$ cat config.mk
export PLATFORM = sky130hd
export DESIGN_NAME = sorted_interval_set_insert_top
export DESIGN_NICKNAME = d
export VERILOG_FILES = /design/src/sisi_pkg.sv /design/src/sisi_ram.sv /design/src/sorted_interval_set_insert_top.sv
export VERILOG_INCLUDE_DIRS = /design/src /design/src/src
export SDC_FILE = /design/constraint.sdc
export NUM_CORES = 2
export LEC_CHECK = 0
export ABC_AREA = 1
export ABC_CLOCK_PERIOD_IN_PS = 5550
export BUFFER_PORTS_ARGS = -buffer_cell sky130_fd_sc_hd__buf_4
export CELL_PAD_IN_SITES_DETAIL_PLACEMENT = 1
export CELL_PAD_IN_SITES_GLOBAL_PLACEMENT = 2
export CORE_MARGIN = 8
export CORE_UTILIZATION = 40
export DETAILED_ROUTE_END_ITERATION = 8
export GPL_ROUTABILITY_DRIVEN = 0
export PLACE_DENSITY_LB_ADDON = 0.15
export SLEW_MARGIN = 40
export SYNTH_ARGS = -nofsm -noshare
export SYNTH_HDL_FRONTEND = slang
export SYNTH_SLANG_ARGS = --single-unit
$ cat constraint.sdc
create_clock -name i_clk -period 5.55 [get_ports i_clk]
set_clock_uncertainty 0.2 [all_clocks]
set_input_delay 1.665 -clock i_clk [delete_from_list [all_inputs] [get_ports i_clk]]
set_output_delay 1.665 -clock i_clk [all_outputs]
set_load 0.01 [all_outputs]
$ cat src/sorted_interval_set_insert_top_assert.svh
// Assertion macros for the interval set block.
`ifndef SORTED_INTERVAL_SET_INSERT_TOP_ASSERT_SVH
`define SORTED_INTERVAL_SET_INSERT_TOP_ASSERT_SVH
`ifndef SYNTH
// same-cycle implication
`define SISI_ASSERT_NOW(lbl, clk, rst_n, ante, cons) \
    lbl: assert property (@(posedge clk) disable iff (!rst_n) (ante) |-> (cons)) \
        else $error("sisi assertion failed");
// next-cycle implication
`define SISI_ASSERT_NEXT(lbl, clk, rst_n, ante, cons) \
    lbl: assert property (@(posedge clk) disable iff (!rst_n) (ante) |=> (cons)) \
        else $error("sisi assertion failed");
`else
`define SISI_ASSERT_NOW(lbl, clk, rst_n, ante, cons)
`define SISI_ASSERT_NEXT(lbl, clk, rst_n, ante, cons)
`endif
`endif

$ cat src/sisi_pkg.sv
package sisi_pkg;

    localparam int COORD_BITS = 16;

    typedef logic [COORD_BITS-1:0] t_coord;

    typedef struct packed {
        t_coord start_pos;
        t_coord end_pos;
    } t_entry;

    localparam logic [1:0] OP_INSERT = 2'd0;
    localparam logic [1:0] OP_READ   = 2'd1;
    localparam logic [1:0] OP_CLEAR  = 2'd2;

    localparam logic [1:0] ST_OK        = 2'd0;
    localparam logic [1:0] ST_FULL      = 2'd1;
    localparam logic [1:0] ST_BAD_RANGE = 2'd2;
    localparam logic [1:0] ST_BAD_INDEX = 2'd3;

endpackage

$ cat src/sisi_ram.sv
// Simple dual-port entry RAM, one write and one registered read per cycle.
module sisi_ram
    import sisi_pkg::*;
#(
    parameter int AW = 5
) (
    input  logic          i_clk,
    input  logic          i_wr_en,
    input  logic [AW-1:0] i_wr_addr,
    input  t_entry        i_wr_data,
    input  logic [AW-1:0] i_rd_addr,
    output t_entry        o_rd_data
);

    localparam int DEPTH = 1 << AW;

    t_entry r_mem [DEPTH];
    t_entry r_rd_data;

    always_ff @(posedge i_clk) begin
        if (i_wr_en) begin
            r_mem[i_wr_addr] <= i_wr_data;
        end
        r_rd_data <= r_mem[i_rd_addr];
    end

    assign o_rd_data = r_rd_data;

endmodule

$ cat src/sorted_interval_set_insert_top.sv
// Sorted interval set with insert-and-merge.
// Input channel: i_valid / o_stall carry one request (opcode, range, index).
// A request is taken at a clock edge with i_valid high and o_stall low.
// Output channel: o_valid / i_stall carry one response per request
// (status, entry start/end, entry count after the request).
// From accept to o_valid: a clear, a no-op or an insert with start after end
// go straight to S_DONE, a read passes S_READ, and an insert walks every
// stored interval in S_SCAN and then S_TAIL; S_DONE loads the response once
// the response register is free. One request is in work at a time
// and the next is taken the cycle after a response is loaded; the insert is
// bound by the single read port of the entry RAM, which the merge walks
// one entry per cycle.
// The table lives in a ping-pong RAM: the merge reads the live bank and
// writes the merged table to the spare bank, then flips the bank on success,
// so a full table leaves the old contents untouched.
// Reset empties the table at once (count cleared); no clearing pass.
// The response register frees the input side: a new request may be taken
// while a response waits under i_stall; only the next response waits.
module sorted_interval_set_insert_top
    import sisi_pkg::*;
#(
    parameter int MAX_INTERVALS = 16
) (
    input  logic         i_clk,
    input  logic         i_rst_n,
    input  logic         i_valid,
    output logic         o_stall,
    input  logic [1:0]   i_opcode,
    input  logic [15:0]  i_range_start,
    input  logic [15:0]  i_range_end,
    input  logic [3:0]   i_read_index,
    output logic         o_valid,
    input  logic         i_stall,
    output logic [1:0]   o_status,
    output logic [15:0]  o_entry_start,
    output logic [15:0]  o_entry_end,
    output logic [4:0]   o_entry_count
);

`include "sorted_interval_set_insert_top_assert.svh"

    localparam int IW = $clog2(MAX_INTERVALS);      // entry index
    localparam int CW = $clog2(MAX_INTERVALS + 1);  // count 0..MAX
    localparam int NW = $clog2(MAX_INTERVALS + 2);  // merged count 0..MAX+1
    localparam int AW = IW + 1;                     // bank + index

    typedef enum logic [2:0] {
        S_IDLE,
        S_READ,
        S_SCAN,
        S_TAIL,
        S_DONE
    } t_state;

    // control
    t_state          r_state, n_state;
    logic            r_bank, n_bank;
    logic [CW-1:0]   r_count, n_count;
    logic            r_out_valid, n_out_valid;
    // request payload and merge context
    t_coord          r_s, n_s;
    t_coord          r_e, n_e;
    logic [3:0]      r_idx, n_idx;
    logic [CW-1:0]   r_ri, n_ri;
    logic            r_dv, n_dv;
    logic [NW-1:0]   r_n, n_n;
    logic            r_placed, n_placed;
    logic            r_hold, n_hold;
    t_entry          r_hent, n_hent;
    // pending response
    logic [1:0]      r_res_status, n_res_status;
    t_entry          r_res_entry, n_res_entry;
    // response register
    logic [1:0]      r_out_status, n_out_status;
    t_entry          r_out_entry, n_out_entry;
    logic [4:0]      r_out_count, n_out_count;

    logic            in_acc;
    logic            out_take;
    logic [AW-1:0]   rd_addr;
    t_entry          rd_data;
    logic            wr_req;
    logic            wr_en;
    t_entry          wr_data;
    logic [AW-1:0]   wr_addr;
    t_coord          os, oe;
    logic            cov_s, cov_e;
    logic [NW-1:0]   n_tail;

    assign in_acc   = i_valid && !o_stall;
    assign out_take = r_out_valid && !i_stall;
    assign o_stall  = (r_state != S_IDLE);

    assign os    = rd_data.start_pos;
    assign oe    = rd_data.end_pos;
    assign cov_s = (os <= r_s) && (r_s <= oe);
    assign cov_e = (os <= r_e) && (r_e <= oe);

    // read the live bank: request index when idle, scan pointer otherwise
    assign rd_addr = (r_state == S_IDLE) ? {r_bank, IW'(i_read_index)}
                                         : {r_bank, r_ri[IW-1:0]};
    // merged entries go to the spare bank; slots past the table are dropped
    assign wr_addr = {~r_bank, r_n[IW-1:0]};
    assign wr_en   = wr_req && (32'(r_n) < MAX_INTERVALS);
    assign n_tail  = r_n + NW'(wr_req);

    always_comb begin
        n_state      = r_state;
        n_bank       = r_bank;
        n_count      = r_count;
        n_out_valid  = out_take ? 1'b0 : r_out_valid;
        n_s          = r_s;
        n_e          = r_e;
        n_idx        = r_idx;
        n_ri         = r_ri;
        n_dv         = r_dv;
        n_n          = r_n;
        n_placed     = r_placed;
        n_hold       = r_hold;
        n_hent       = r_hent;
        n_res_status = r_res_status;
        n_res_entry  = r_res_entry;
        n_out_status = r_out_status;
        n_out_entry  = r_out_entry;
        n_out_count  = r_out_count;
        wr_req       = 1'b0;
        wr_data      = rd_data;

        case (r_state)
            S_IDLE: begin
                if (in_acc) begin
                    n_s          = i_range_start;
                    n_e          = i_range_end;
                    n_idx        = i_read_index;
                    n_res_status = ST_OK;
                    n_res_entry  = '0;
                    n_ri         = '0;
                    n_dv         = 1'b0;
                    n_n          = '0;
                    n_placed     = 1'b0;
                    n_hold       = 1'b0;
                    case (i_opcode)
                        OP_INSERT: begin
                            if (i_range_start > i_range_end) begin
                                n_res_status = ST_BAD_RANGE;
                                n_state      = S_DONE;
                            end else begin
                                n_state = S_SCAN;
                            end
                        end
                        OP_READ: begin
                            n_state = S_READ;
                        end
                        OP_CLEAR: begin
                            n_count = '0;
                            n_state = S_DONE;
                        end
                        default: begin
                            n_state = S_DONE;
                        end
                    endcase
                end
            end
            S_READ: begin
                if (32'(r_idx) < 32'(r_count)) begin
                    n_res_entry = rd_data;
                end else begin
                    n_res_status = ST_BAD_INDEX;
                end
                n_state = S_DONE;
            end
            S_SCAN: begin
                // issue pointer runs one ahead of the entry being merged
                n_dv = (r_ri < r_count);
                if (r_ri < r_count) begin
                    n_ri = r_ri + CW'(1);
                end
                if (r_dv) begin
                    if (r_placed) begin
                        // copy the rest, delayed by one when an entry is held
                        wr_req = 1'b1;
                        if (r_hold) begin
                            wr_data = r_hent;
                            n_hent  = rd_data;
                        end
                    end else if (r_e < os) begin
                        // new interval goes before this entry
                        wr_req   = 1'b1;
                        wr_data  = '{start_pos: r_s, end_pos: r_e};
                        n_hent   = rd_data;
                        n_hold   = 1'b1;
                        n_placed = 1'b1;
                    end else if (cov_s && cov_e) begin
                        wr_req   = 1'b1;
                        n_placed = 1'b1;
                    end else if (cov_s) begin
                        n_s = os;
                    end else if (cov_e) begin
                        wr_req   = 1'b1;
                        wr_data  = '{start_pos: r_s, end_pos: oe};
                        n_placed = 1'b1;
                    end else if (r_s > os) begin
                        wr_req = 1'b1;
                    end
                    if (wr_req) begin
                        n_n = r_n + NW'(1);
                    end
                end else if (r_ri == r_count) begin
                    n_state = S_TAIL;
                end
            end
            S_TAIL: begin
                wr_req = !r_placed || r_hold;
                wr_data = r_placed ? r_hent : t_entry'{start_pos: r_s, end_pos: r_e};
                n_n = n_tail;
                if (32'(n_tail) > MAX_INTERVALS) begin
                    n_res_status = ST_FULL;
                end else begin
                    n_bank  = ~r_bank;
                    n_count = CW'(n_tail);
                end
                n_state = S_DONE;
            end
            S_DONE: begin
                if (!r_out_valid || !i_stall) begin
                    n_out_valid  = 1'b1;
                    n_out_status = r_res_status;
                    n_out_entry  = r_res_entry;
                    n_out_count  = 5'(r_count);
                    n_state      = S_IDLE;
                end
            end
            default: begin
                n_state = S_IDLE;
            end
        endcase
    end

    always_ff @(posedge i_clk) begin
        r_s          <= n_s;
        r_e          <= n_e;
        r_idx        <= n_idx;
        r_ri         <= n_ri;
        r_dv         <= n_dv;
        r_n          <= n_n;
        r_placed     <= n_placed;
        r_hold       <= n_hold;
        r_hent       <= n_hent;
        r_res_status <= n_res_status;
        r_res_entry  <= n_res_entry;
        r_out_status <= n_out_status;
        r_out_entry  <= n_out_entry;
        r_out_count  <= n_out_count;
        if (!i_rst_n) begin
            r_state     <= S_IDLE;
            r_bank      <= 1'b0;
            r_count     <= '0;
            r_out_valid <= 1'b0;
        end else begin
            r_state     <= n_state;
            r_bank      <= n_bank;
            r_count     <= n_count;
            r_out_valid <= n_out_valid;
        end
    end

    sisi_ram #(
        .AW (AW)
    ) u_ram (
        .i_clk     (i_clk),
        .i_wr_en   (wr_en),
        .i_wr_addr (wr_addr),
        .i_wr_data (wr_data),
        .i_rd_addr (rd_addr),
        .o_rd_data (rd_data)
    );

    assign o_valid       = r_out_valid;
    assign o_status      = r_out_status;
    assign o_entry_start = r_out_entry.start_pos;
    assign o_entry_end   = r_out_entry.end_pos;
    assign o_entry_count = r_out_count;

    // table never exceeds its capacity
    `SISI_ASSERT_NOW(a_count_cap, i_clk, i_rst_n, 1'b1, 32'(r_count) <= MAX_INTERVALS)
    // the spare bank is written only while a merge is running
    `SISI_ASSERT_NOW(a_wr_in_merge, i_clk, i_rst_n, wr_en, (r_state == S_SCAN) || (r_state == S_TAIL))
    // the live bank flips only at the end of a merge
    `SISI_ASSERT_NEXT(a_bank_hold, i_clk, i_rst_n, r_state != S_TAIL, $stable(r_bank))
    // the count moves only at merge end or on a clear
    `SISI_ASSERT_NEXT(a_count_hold, i_clk, i_rst_n, (r_state != S_TAIL) && !(in_acc && (i_opcode == OP_CLEAR)), $stable(r_count))

endmodule
==> reports/summary.md <==
### CTS
• TritonCTS clock tree: built
• number of buffers on the longest clock path: 3
• Inserted Clock Buffers: 138
• Clock Pin Slew Worst Setup and Hold Paths: 0.06 ns
• number of post-CTS setup repair buffers: 0
• clock sink count: 1220
• CTS-repair resized insts: 0
• clock insertion delay at the later pin of the skew report: 0.76 ns
• H-tree depth: 4
• hold bufs inserted after CTS: 0
• Root Driver: sky130_fd_sc_hd__clkbuf_16

### Critical path
• minimum setup slack among reg-to-reg paths: 0.89 ns
• Arrival @ worst endpoint: 4.90 ns
• worst reg2reg path depth: 14
• Critical Path RT: 5.79 ns
• worst setup path category: flop to flop
• Worst setup endpoint: u_ram.r_mem[1][16]
• Reg2Reg Launch Point: u_ram.o_rd_data[29]
• CP Max Fanout: 24
• kind of end point of the critical path: flop
• RR Endpoint: u_ram.r_mem[1][16]
• CP Launch Type: flop
• startpoint of the worst setup timing path: u_ram.o_rd_data[29]

### STA
• RSZ-0062 raised after global routing: false
• transition time at the pin with the least slew margin: 0.833 ns
• Fmax: 214 MHz
• total count of hold-check failures in the final report: 0
• Setup Viol. Count Final: 0
• Fin Setup TNS: 0 ns
• Max transition margin: 44.1%
• max-slew violation count: 0
• time the final worst path needs with I/O delays and setup: 4.66 ns
• post-route setup slack: 0.888 ns
• final clock period utilization by the worst path: 84.0%

### Worst hold path
• HP Class: flop to flop

### Final layout
• ratio of cells with drive above 1 in the final layout: 12.2%
• growth of design area from synthesis to finish: 16.0%
• Final Instance Area: 0.0585 sq mm
• sequential standard cell area: 0.0362 sq mm
• filler cell count: 12700
• Final Core Density: 46.6%
• final net count: 4249
• total area of multi-input combinational cells: 0.0131 sq mm

### Global routing
• number of antenna violations at the first check in global routing: 4
• final global-route overflow total: 0
• maximum number of pins on one net before global-route repair: 164
• wire length of the first global-routing pass: 237000 microns
• via count of the first global-routing pass: 35000
• overall global routing resource usage: 23.1%

### Pwr
• net switching fraction of the power: 33.4%
• cell area power density: 487 mW/mm^2
• sequential share of power: 42.7%
• switching power summed over all nets: 9.51 mW
• clock share of power: 31.7%
• Max rail drop VDD: 354 uV
• Comb pwr share: 25.6%
• leakage component of the power: 19.7 nW
• Internal: 19.0 mW

### Place
• HPWL reported at the end of detailed placement: 92300 microns
• placed cell areas: 0.0540 sq mm
• total of buffers placed on input and output ports: 82
• Post-Place Worst Slack: 0.860 ns

### Yosys
• sequential area share after synthesis: 71.8%
• post-synthesis instance area: 0.0504 sq mm
• syn_area_per_cell: 12.6 sq um
• Syn Nets: 4147
• Post-Syn Instances: 4010
• number of warnings issued by yosys: 0
• predominant post-synthesis flop cell: sky130_fd_sc_hd__edfxtp_1
• number of synthesized register bits: 1220
• Distinct cells, synth: 40
• ys async rst share: 0%
• top cells by area, synth: sky130_fd_sc_hd__edfxtp_1, sky130_fd_sc_hd__nor2_1, sky130_fd_sc_hd__o21ai_0
• count leader, synth: sky130_fd_sc_hd__edfxtp_1
• EDFF count, synth: 1178
• dominant cell type by area after synthesis: sky130_fd_sc_hd__edfxtp_1
• fraction of synthesized cell area taken by the top area cell type: 70.2%
• top cells by count, synth: sky130_fd_sc_hd__edfxtp_1, sky130_fd_sc_hd__nor2_1, sky130_fd_sc_hd__o21ai_0

### Run
• max-cap check violation count: 0

### Run status
• run status: finished clean

### Die
• Starting Density: 40.2%
• area inside the core boundary: 0.125 sq mm
• Rows: 130
• full die area: 0.138 sq mm
• boundary pin count: 83
• width of the chip: 371 microns
• overall die height: 371 microns

### Detailed routing
• final routed wirelength across all metal layers: 161000 microns
• routed via count: 33800
• Wirelength per Cell: 27.3 microns
• First DRT Iteration DRCs: 2697
• ratio of routed vias to standard cells: 5.76
• number of iterations in the first detailed-routing pass: 5
• number of nets still failing antenna checks after routing: 0
• DRC violation count after routing: 0

routing by layer:
layer	global-route usage, %	vias to the layer above	routed length, microns
met5	0	-	0
met4	5.89	0	3370
met3	3.08	231	7130
met2	39.0	815	77700
met1	31.6	17600	72400
li1	-	15200	-
worst min-delay path by stage:
stage | from | end | slack [ns] | cells past startpoint
finish | r_res_entry[18] | o_entry_start[2] | 0.22 | 0
global route | r_res_entry[8] | o_entry_end[8] | 0.22 | 0
CTS | r_res_entry[18] | o_entry_start[2] | 0.22 | 0
detailed placement | r_res_entry[18] | o_entry_start[2] | 0.21 | 0
global placement | r_res_entry[18] | o_entry_start[2] | 0.20 | 0
floorplan | r_res_entry[0] | o_entry_end[0] | 0.20 | 0
cell type report:
class / count / area share, %
diodes: 2 / 0.00856
clock buffers: 183 / 6.54
clock inverters: 67 / 1.10
inverters: 118 / 0.824
multi-input cells: 2413 / 22.5
flip-flops and latches: 1220 / 61.9
well taps: 1650 / 3.53
repair buffers: 221 / 3.61
logic make-up after synthesis:
group | Yosys count | synth area share, %
flops | 1220 | 71.8
xor+xnor | 6 | 0.104
compound gates | 1012 | 12.3
simple gates | 1300 | 10.4
fa+ha+maj | 95 | 2.36
buf+inv | 377 | 3.04
cell usage in the layout (no fill, tap or decap), drive strengths merged:
cell type / Yosys / routed
a2111oi: 1 / 1
a211oi: 1 / 1
a21boi: 1 / 1
a21o: 3 / 3
a21oi: 119 / 119
a221oi: 15 / 15
a31o: 2 / 2
buf: 98 / 221
bufinv: 0 / 11
clkbuf: 161 / 183
clkinv: 8 / 57
clkinvlp: 0 / 1
dfxtp: 42 / 42
diode: 0 / 2
edfxtp: 1178 / 1178
ha: 95 / 95
inv: 110 / 116
nand2: 318 / 318
nand3: 202 / 202
nand4: 12 / 12
nor2: 755 / 755
nor3: 9 / 9
nor4: 2 / 2
o211ai: 2 / 2
o21a: 2 / 2
o21ai: 559 / 559
o21bai: 1 / 1
o221ai: 256 / 256
o22ai: 36 / 36
o31ai: 14 / 14
or2: 2 / 2
xor2: 6 / 6
critical path, cell delays in order, from the launching register on:
cell                      delay (ns)
sky130_fd_sc_hd__dfxtp_1        0.62
sky130_fd_sc_hd__inv_1          0.24
sky130_fd_sc_hd__ha_1           0.36
sky130_fd_sc_hd__nand2_1        0.08
sky130_fd_sc_hd__nor3_1         0.53
sky130_fd_sc_hd__nand2_1        0.16
sky130_fd_sc_hd__nand2_1        0.11
sky130_fd_sc_hd__nand4_1        0.08
sky130_fd_sc_hd__nand2_1        0.14
sky130_fd_sc_hd__nand2_1        0.08
sky130_fd_sc_hd__o21ai_2        0.13
sky130_fd_sc_hd__nand3_1        0.60
sky130_fd_sc_hd__buf_4          0.40
sky130_fd_sc_hd__nor2_4         0.28
sky130_fd_sc_hd__buf_12         0.28
flip-flops by register name, indices dropped and copies added, names as in the netlist, 2 cells and up:
| register | flops |
|---|---|
| u_ram.o_rd_data | 32 |
| r_idx | 4 |
| r_e | 16 |
| r_s | 16 |
| r_ri | 5 |
| o_entry_end | 16 |
| u_ram.r_mem | 1024 |
| r_res_entry | 32 |
| o_entry_count | 5 |
| r_hent | 32 |
| o_entry_start | 16 |
| r_res_status | 2 |
| r_state | 3 |
| o_status | 2 |
| r_n | 5 |
| r_count | 5 |
power groups by stage:
| stage | combinational [mW] | clock [mW] | sequential (mW) |
|---|---|---|---|
| after global placement | 7.20 | 0 | 12.3 |
| after floorplan | 4.21 | 0 | 12.2 |
| final | 7.29 | 9.04 | 12.1 |
| after global routing | 8.02 | 9.56 | 12.2 |
| after detailed placement | 7.31 | 0 | 12.3 |
| after CTS | 7.34 | 9.24 | 12.1 |
stage by stage:
stage | instances | power (mW) | hold slack, ns
global route | 5872 | 29.8 | 0.222
detailed placement | 5621 | 19.6 | 0.205
finish | 5874 | 28.5 | 0.217
CTS | 5871 | 28.7 | 0.219
global placement | 5619 | 19.5 | 0.200
floorplan | 4010 | 16.4 | 0.200
No activity file was read; power rests on OpenSTA's default activity.
